===== src/rtl/skt_pkg.sv =====
// ----------------------------------------------------------------------------
// skt_pkg
// Request and status codes and the control structs shared by the sorted key
// table cells and the top level.
// ----------------------------------------------------------------------------
`default_nettype none

package skt_pkg;

	// request kinds, carried on s_tuser
	localparam logic [1:0] REQ_INSERT = 2'd0;
	localparam logic [1:0] REQ_DELETE = 2'd1;
	localparam logic [1:0] REQ_CLEAR  = 2'd2;

	// result status codes
	localparam logic [1:0] ST_OK      = 2'd0;
	localparam logic [1:0] ST_DUP     = 2'd1;
	localparam logic [1:0] ST_FULL    = 2'd2;
	localparam logic [1:0] ST_MISSING = 2'd3;

	// operation broadcast to every cell; only set for a committed change
	typedef struct packed {
		logic ins;
		logic del;
		logic clr;
	} cell_op_t;

	// per-cell compare results and occupancy
	typedef struct packed {
		logic occ;
		logic lt;
		logic eq;
	} cell_stat_t;

endpackage

`default_nettype wire


===== src/rtl/skt_cell.sv =====
// ----------------------------------------------------------------------------
// skt_cell
// One table position: holds a key and an occupancy bit, compares its key
// against the request key and moves keys to or from its neighbours.
// ----------------------------------------------------------------------------
`default_nettype none

module skt_cell #(
	parameter int KEY_WIDTH = 32
) (
	input  wire                      clk,
	input  wire                      arst_n,
	input  wire skt_pkg::cell_op_t   op,
	input  wire  [KEY_WIDTH-1:0]     req_key,
	// lower neighbour (position below); cell 0 sees a permanent "less than"
	input  wire                      prev_lt,
	input  wire                      prev_occ,
	input  wire  [KEY_WIDTH-1:0]     prev_key,
	// upper neighbour (position above); the top cell sees an empty one
	input  wire                      next_occ,
	input  wire  [KEY_WIDTH-1:0]     next_key,
	output skt_pkg::cell_stat_t      stat,
	output logic [KEY_WIDTH-1:0]     key
);

	logic                 occ_q;
	logic [KEY_WIDTH-1:0] key_q;

	// compare against the request key
	always_comb begin
		stat.occ = occ_q;
		stat.lt  = occ_q && (key_q < req_key);
		stat.eq  = occ_q && (key_q == req_key);
	end

	assign key = key_q;

	// occupancy is a prefix; it moves one place with each insert or delete
	always_ff @(posedge clk or negedge arst_n) begin
		if (!arst_n) begin
			occ_q <= 1'b0;
		end else if (op.clr) begin
			occ_q <= 1'b0;
		end else if (op.ins) begin
			occ_q <= prev_occ;
		end else if (op.del) begin
			occ_q <= next_occ;
		end
	end

	// keys at or above the insert/delete point move; smaller keys stay
	always_ff @(posedge clk) begin
		if (op.ins && !stat.lt) begin
			key_q <= prev_lt ? req_key : prev_key;
		end else if (op.del && !stat.lt) begin
			key_q <= next_key;
		end
	end

endmodule

`default_nettype wire


===== src/rtl/skt_onehot_enc.sv =====
// ----------------------------------------------------------------------------
// skt_onehot_enc
// Turns a one-hot (or all-zero) position vector into a binary index.
// ----------------------------------------------------------------------------
`default_nettype none

module skt_onehot_enc #(
	parameter int DEPTH = 16
) (
	input  wire  [DEPTH-1:0]         vec,
	output logic [$clog2(DEPTH)-1:0] idx
);

	localparam int IDX_W = $clog2(DEPTH);

	// each index bit is the OR of the positions that have that bit set
	always_comb begin
		idx = '0;
		for (int b = 0; b < IDX_W; b++) begin
			for (int i = 0; i < DEPTH; i++) begin
				if (((i >> b) & 1) != 0) begin
					idx[b] = idx[b] | vec[i];
				end
			end
		end
	end

endmodule

`default_nettype wire


===== src/rtl/sorted_key_table.sv =====
// ----------------------------------------------------------------------------
// sorted_key_table
// Ascending table of unique unsigned keys held in a row of cells, with
// insert, delete and clear requests and one result per request.
// ----------------------------------------------------------------------------
//  channel   | dir | tdata                          | tuser
//  ----------+-----+--------------------------------+-------------------
//  s_ (req)  | in  | key                            | req_type
//  m_ (res)  | out | status, entry_total, slot      | -
//
//  Requests are resolved combinationally: all cells compare in parallel and
//  shift together at the accepting edge, one request per cycle while s_tready.
//  The result appears in the output register the cycle after acceptance.
//  A new request is taken whenever the output register is empty or being
//  drained, so a stalled result stops input only while it is held.
//  Reset empties the table at once; no clearing pass is needed.
// ----------------------------------------------------------------------------
`default_nettype none

module sorted_key_table #(
	parameter int DEPTH     = 16,
	parameter int KEY_WIDTH = 32
) (
	input  wire                                   clk,
	input  wire                                   arst_n,
	input  wire                                   s_tvalid,
	output logic                                  s_tready,
	input  wire  [((KEY_WIDTH+7)/8)*8-1:0]        s_tdata,  // key
	input  wire  [1:0]                            s_tuser,  // req_type
	output logic                                  m_tvalid,
	input  wire                                   m_tready,
	// status, entry_total, slot (lowest bits first)
	output logic [((2+$clog2(DEPTH+1)+$clog2(DEPTH)+7)/8)*8-1:0] m_tdata
);

	localparam int CNT_W  = $clog2(DEPTH + 1);
	localparam int SLOT_W = $clog2(DEPTH);
	localparam int OUT_W  = 2 + CNT_W + SLOT_W;
	localparam int OUT_TW = ((OUT_W + 7) / 8) * 8;

	skt_pkg::cell_op_t   op;
	skt_pkg::cell_stat_t stat [DEPTH];
	logic [KEY_WIDTH-1:0] cell_key [DEPTH];
	logic [KEY_WIDTH-1:0] req_key;
	logic [1:0]           req_type;
	logic                 s_acc;

	logic [CNT_W-1:0]  count_q;
	logic [DEPTH-1:0]  eq_vec, bnd_vec, occ_vec, sel_vec;
	logic              any_eq, full;
	logic [SLOT_W-1:0] hit_idx;

	logic [1:0]        status_d;
	logic [CNT_W-1:0]  count_d;
	logic [SLOT_W-1:0] slot_d;

	logic [1:0]        status_q;
	logic [CNT_W-1:0]  total_q;
	logic [SLOT_W-1:0] slot_q;

	assign req_key  = s_tdata[KEY_WIDTH-1:0];
	assign req_type = s_tuser;
	assign s_tready = !m_tvalid || m_tready;
	assign s_acc    = s_tvalid && s_tready;

	// row of cells
	for (genvar i = 0; i < DEPTH; i++) begin : g_cell
		logic                 p_lt, p_occ, n_occ;
		logic [KEY_WIDTH-1:0] p_key, n_key;

		if (i == 0) begin : g_first
			assign p_lt  = 1'b1;
			assign p_occ = 1'b1;
			assign p_key = req_key;
		end else begin : g_mid
			assign p_lt  = stat[i-1].lt;
			assign p_occ = stat[i-1].occ;
			assign p_key = cell_key[i-1];
		end

		if (i == DEPTH - 1) begin : g_last
			assign n_occ = 1'b0;
			assign n_key = cell_key[i];
		end else begin : g_low
			assign n_occ = stat[i+1].occ;
			assign n_key = cell_key[i+1];
		end

		skt_cell #(
			.KEY_WIDTH(KEY_WIDTH)
		) u_cell (
			.clk     (clk),
			.arst_n  (arst_n),
			.op      (op),
			.req_key (req_key),
			.prev_lt (p_lt),
			.prev_occ(p_occ),
			.prev_key(p_key),
			.next_occ(n_occ),
			.next_key(n_key),
			.stat    (stat[i]),
			.key     (cell_key[i])
		);

		assign eq_vec[i]  = stat[i].eq;
		assign occ_vec[i] = stat[i].occ;
		// first position not below the key
		assign bnd_vec[i] = !stat[i].lt && p_lt;
	end

	assign any_eq = |eq_vec;
	assign full   = (count_q == CNT_W'(DEPTH));

	// insert slot comes from the boundary, delete slot from the match
	assign sel_vec = (req_type == skt_pkg::REQ_INSERT) ? bnd_vec : eq_vec;

	skt_onehot_enc #(
		.DEPTH(DEPTH)
	) u_enc (
		.vec(sel_vec),
		.idx(hit_idx)
	);

	// request decode and result
	always_comb begin
		op       = '0;
		status_d = skt_pkg::ST_OK;
		count_d  = count_q;
		slot_d   = '0;
		case (req_type)
			skt_pkg::REQ_INSERT: begin
				if (any_eq) begin
					status_d = skt_pkg::ST_DUP;
				end else if (full) begin
					status_d = skt_pkg::ST_FULL;
				end else begin
					op.ins  = s_acc;
					count_d = count_q + CNT_W'(1);
					slot_d  = hit_idx;
				end
			end
			skt_pkg::REQ_DELETE: begin
				if (any_eq) begin
					op.del  = s_acc;
					count_d = count_q - CNT_W'(1);
					slot_d  = hit_idx;
				end else begin
					status_d = skt_pkg::ST_MISSING;
				end
			end
			skt_pkg::REQ_CLEAR: begin
				op.clr  = s_acc;
				count_d = '0;
			end
			default: begin
				status_d = skt_pkg::ST_OK;
			end
		endcase
	end

	// entry count
	always_ff @(posedge clk or negedge arst_n) begin
		if (!arst_n) begin
			count_q <= '0;
		end else if (s_acc) begin
			count_q <= count_d;
		end
	end

	// output register valid
	always_ff @(posedge clk or negedge arst_n) begin
		if (!arst_n) begin
			m_tvalid <= 1'b0;
		end else if (s_acc) begin
			m_tvalid <= 1'b1;
		end else if (m_tready) begin
			m_tvalid <= 1'b0;
		end
	end

	// output register payload
	always_ff @(posedge clk) begin
		if (s_acc) begin
			status_q <= status_d;
			total_q  <= count_d;
			slot_q   <= slot_d;
		end
	end

	assign m_tdata = OUT_TW'({slot_q, total_q, status_q});

	// ------------------------------------------------------------------------
	// assertions
	// ------------------------------------------------------------------------
	a_count_range: assert property (@(posedge clk) disable iff (!arst_n)
		count_q <= CNT_W'(DEPTH))
		else $error("entry count above capacity");

	a_occ_count: assert property (@(posedge clk) disable iff (!arst_n)
		$countones(occ_vec) == int'(count_q))
		else $error("occupied cells disagree with entry count");

	a_clear_total: assert property (@(posedge clk) disable iff (!arst_n)
		(s_acc && req_type == skt_pkg::REQ_CLEAR) |=>
			(m_tvalid && total_q == '0 && count_q == '0))
		else $error("clear did not empty the table");

	for (genvar j = 0; j + 1 < DEPTH; j++) begin : g_chk_order
		a_sorted: assert property (@(posedge clk) disable iff (!arst_n)
			(occ_vec[j+1] |-> (occ_vec[j] && cell_key[j] < cell_key[j+1])))
			else $error("table keys out of order");
	end

endmodule

`default_nettype wire


===== config.mk =====
export PLATFORM = sky130hd
export DESIGN_NAME = sorted_key_table
export DESIGN_NICKNAME = d
export VERILOG_FILES = /design/src/rtl/skt_pkg.sv /design/src/rtl/skt_cell.sv /design/src/rtl/skt_onehot_enc.sv /design/src/rtl/sorted_key_table.sv
export SDC_FILE = /design/constraint.sdc
export NUM_CORES = 2
export LEC_CHECK = 0
export ABC_AREA = 1
export BUFFER_PORTS_ARGS = -buffer_cell sky130_fd_sc_hd__clkbuf_2
export CAP_MARGIN = 15
export CELL_PAD_IN_SITES_DETAIL_PLACEMENT = 0
export CELL_PAD_IN_SITES_GLOBAL_PLACEMENT = 1
export CORE_MARGIN = 5
export CORE_UTILIZATION = 45
export CTS_CLUSTER_SIZE = 40
export DETAILED_ROUTE_END_ITERATION = 12
export HOLD_SLACK_MARGIN = 0.08
export PLACE_DENSITY_LB_ADDON = 0.1
export SLEW_MARGIN = 20
export SYNTH_ARGS = -nofsm -noshare
export SYNTH_HDL_FRONTEND = slang
export SYNTH_SLANG_ARGS = --single-unit

===== constraint.sdc =====
create_clock -name clk -period 3.5 [get_ports clk]
set_input_delay 0.7 -clock clk [delete_from_list [all_inputs] [get_ports clk]]
set_output_delay 0.7 -clock clk [all_outputs]
set_load 0.005 [all_outputs]

==> results.py <==
metrics = {
    "run_status": {
        "status": "finished clean",
    },
    "critical_path": {
        "cp_max_fo": 22,
        "worstPathArrival_ns": 3.65,
        "crit_type": "in2reg",
        "cp-end-kind": "register",
        "worst_setup_path_start_kind": "input pin",
        "cp.required_ns": 3.83,
    },
    "cts": {
        "clock_path_buffers": 3,
        "h-tree-depth": 3,
        "cts_buffers": 71,
        "clock-sinks": 545,
        "root_buffer": "clkbuf_16",
        "hold_buffers": 0,
        "cts_tree": "done",
        "insertion_delay_ns": 0.63,
        "clk_pin_slew_ns": 0.06,
    },
    "final_layout": {
        "finalInstanceArea_um2": 54100,
        "multi_input_area_um2": 27800,
        "nNetsFinal": 5953,
        "nFillCells": 7996,
        "antennaDiodeCount": 0,
        "syn_to_final_growth_pct": 30.4,
        "drive_gt1_share_pct": 20.1,
        "seq_area_um2": 16300,
    },
    "sta": {
        "drv_slew": 0,
        "finalCritPeriodShare_pct": 94.8,
        "finalSetupTns_ns": 0,
        "period_minus_slack_ns": 3.32,
        "slew_headroom_pct": 38.5,
        "setup_viol": 0,
        "finalWorstSetupSlack_ns": 0.182,
        "worstMarginPinSlew_ns": 0.923,
        "rsz0062_at_grt": "true",
        "skew_ns": 0.0248,
        "max_freq_mhz": 301,
        "finalHoldViolCount": 0,
    },
    "floorplanning": {
        "fp.dieW_um": 314,
        "rows": 111,
        "ios": 56,
        "coreArea_um2": 91500,
        "start_util_pct": 45.3,
        "dieArea_um2": 98300,
        "die_height_um": 314,
    },
    "power": {
        "vdd.ir_drop.worst_v": 0.000295,
        "power_density_nw_per_um2": 341,
        "p_leak_nw": 20.8,
    },
    "synth": {
        "ys.flop_type": "edfxtp_1",
        "synth-seq-cells": 545,
        "synth_edf_count": 523,
        "synth_area_leader_cell": "edfxtp_1",
        "netlist_instances": 5118,
        "synth_top_area_share_pct": 37.9,
        "ys.warnings.count": 0,
        "synthArstFlopShare_pct": 4.04,
        "synthTopCellsByCount": "nand2_1, o21ai_0, edfxtp_1",
        "yosysMostFrequentCell": "nand2_1",
        "avgSynthCellArea_um2": 8.10,
        "synth_area_leaders": "edfxtp_1, nand2_1, ha_1",
        "syn_area_um2": 41500,
        "synth_cell_types": 42,
        "synth-seq-area-share_pct": 39.2,
    },
    "global_routing": {
        "grt_usage_pct": 23.9,
        "antenna_found_initial": 0,
        "grt_pass1_wl_um": 191000,
        "overflow": 0,
        "grt_start_max_net_pins": 78,
        "grt_pass1_vias": 35119,
    },
    "placement": {
        "dp_hpwl_um": 94400,
        "dpl_worst_slack_ns": -0.564,
        "placed_area_um2": 51900,
        "place_congestion": 0.845,
        "io_buffers": 50,
    },
    "job": {
        "drv_cap": 0,
    },
    "detailed_routing": {
        "wl_um": 119000,
        "via_per_inst": 5.39,
        "route.detailed.drc": 0,
        "first_pass_iters": 6,
        "vias": 35826,
        "ant_nets": 0,
        "drt_first_iter_violations": 2354,
        "post_drt_wl_per_cell_um": 17.9,
    },
    "hold_path": {
        "hp-class": "in2async",
    },
}
-- cells by family after synthesis --
group	count (synthesis)	share of synthesized area (%)
AO/OA/AOI/OAI	1300	18.9
XOR/XNOR	5	0.106
adder cells (fa/ha/maj)	514	15.5
buffers and inverters	537	5.35
flip-flops	545	39.2
other	1	0.00904
AND/OR/NAND/NOR	2216	20.9
-- power by group --
group | switching, mW | total, mW | internal [mW]
clock | 2.94 | 6.97 | 4.02
combinational | 2.19 | 3.73 | 1.54
sequential | 0.263 | 7.74 | 7.47
total | 5.40 | 18.4 | 13.0
-- area by class of cell --
cell class              instances  area share (%)
clock buffers                  97            3.66
inverters                     244            2.17
well taps                    1186            2.74
flip-flops and latches        545            30.0
repair buffers                499            9.68
clock inverters                34           0.338
multi-input cells            4040            51.4
-- what timing repair did --
action                                  4_1_cts  5_1_grt
endpoints found under the hold margin         0        0
resized for setup                             0        7
buffers inserted                              0        2
endpoints found under the setup margin        0      279
-- worst max-delay path, cell delays in order --
cell and delay, ns:
clkbuf_2 0.21, clkinv_16 0.16, buf_12 0.18, ha_4 0.25, nand2_1 0.06, nor2_1 0.22, nand3_1 0.12, nor2_1 0.15
nand2_1 0.10, nand2_1 0.09, nor2_2 0.07, nand2_4 0.09, nor2_8 0.05, buf_4 0.17, nor2_1 0.11, nand2_2 0.10
nand2_8 0.09, clkinvlp_4 0.11, buf_4 0.21, nor2_4 0.17, buf_12 0.18
-- layer usage --
layer	part of all wire (%)	global-route usage, %	vias to the layer above	wire, um
met1	46	32.8	16481	55000
met2	48	40.7	619	56400
met5	0	0	-	0
met3	3.3	2.10	140	3910
li1	-	-	18586	-
met4	2.8	6.66	0	3340
-- per-stage QoR --
step	std cells	hold WS, ns	power [mW]	util (%)
floorplan	5122	0.404	10.2	-
global placement	6512	0.503	11.5	56.7
detailed placement	6512	0.510	11.6	56.7
CTS	6643	0.170	18.6	59.1
global route	6645	0.200	19.4	59.1
finish	6645	0.196	18.4	59.1
-- cell usage in the layout (no fill, tap or decap), types with 21 or more instances in the layout --
| cell | Yosys | final |
|---|---|---|
| o21ai_1 | 46 | 47 |
| clkinv_1 | 33 | 23 |
| nor2_4 | 15 | 31 |
| inv_2 | 13 | 21 |
| nor2_1 | 286 | 260 |
| nand2_1 | 1790 | 1771 |
| dfrtp_1 | 22 | 22 |
| o211ai_1 | 408 | 408 |
| nand3_1 | 97 | 94 |
| edfxtp_1 | 523 | 523 |
| a21oi_1 | 213 | 211 |
| clkbuf_16 | 0 | 75 |
| ha_4 | 0 | 359 |
| buf_12 | 1 | 129 |
| nand2_2 | 3 | 22 |
| buf_4 | 7 | 320 |
| ha_1 | 514 | 155 |
| o21ai_0 | 529 | 528 |
| clkbuf_2 | 3 | 50 |
| o21a_1 | 52 | 52 |
| inv_1 | 198 | 189 |
-- state kept, by name, summed over array words and instances (netlist names) --
signal,count
count_q,5
g_cell.u_cell.key,512
g_cell.u_cell.occ_q,16
m_tvalid,1
slot_q,4
status_q,2
total_q,5
-- worst paths after layout --
path / startpoint / endpoint / slack [ns] / depth (start not counted)
hold reg to reg: g_cell[15].u_cell.occ_q / g_cell[15].u_cell.occ_q / 0.53 / 2
hold / removal: arst_n / count_q[1] / 0.20 / 1
setup / recovery: s_tdata[7] / g_cell[11].u_cell.key[12] / 0.18 / 21
setup reg to reg: g_cell[3].u_cell.key[11] / g_cell[11].u_cell.key[12] / 0.18 / 19
max in group asynchronous: arst_n / g_cell[5].u_cell.occ_q / 2.69 / 1
min in group clk: m_tready / m_tvalid / 0.37 / 4
No activity file was read; power rests on OpenSTA's default activity.
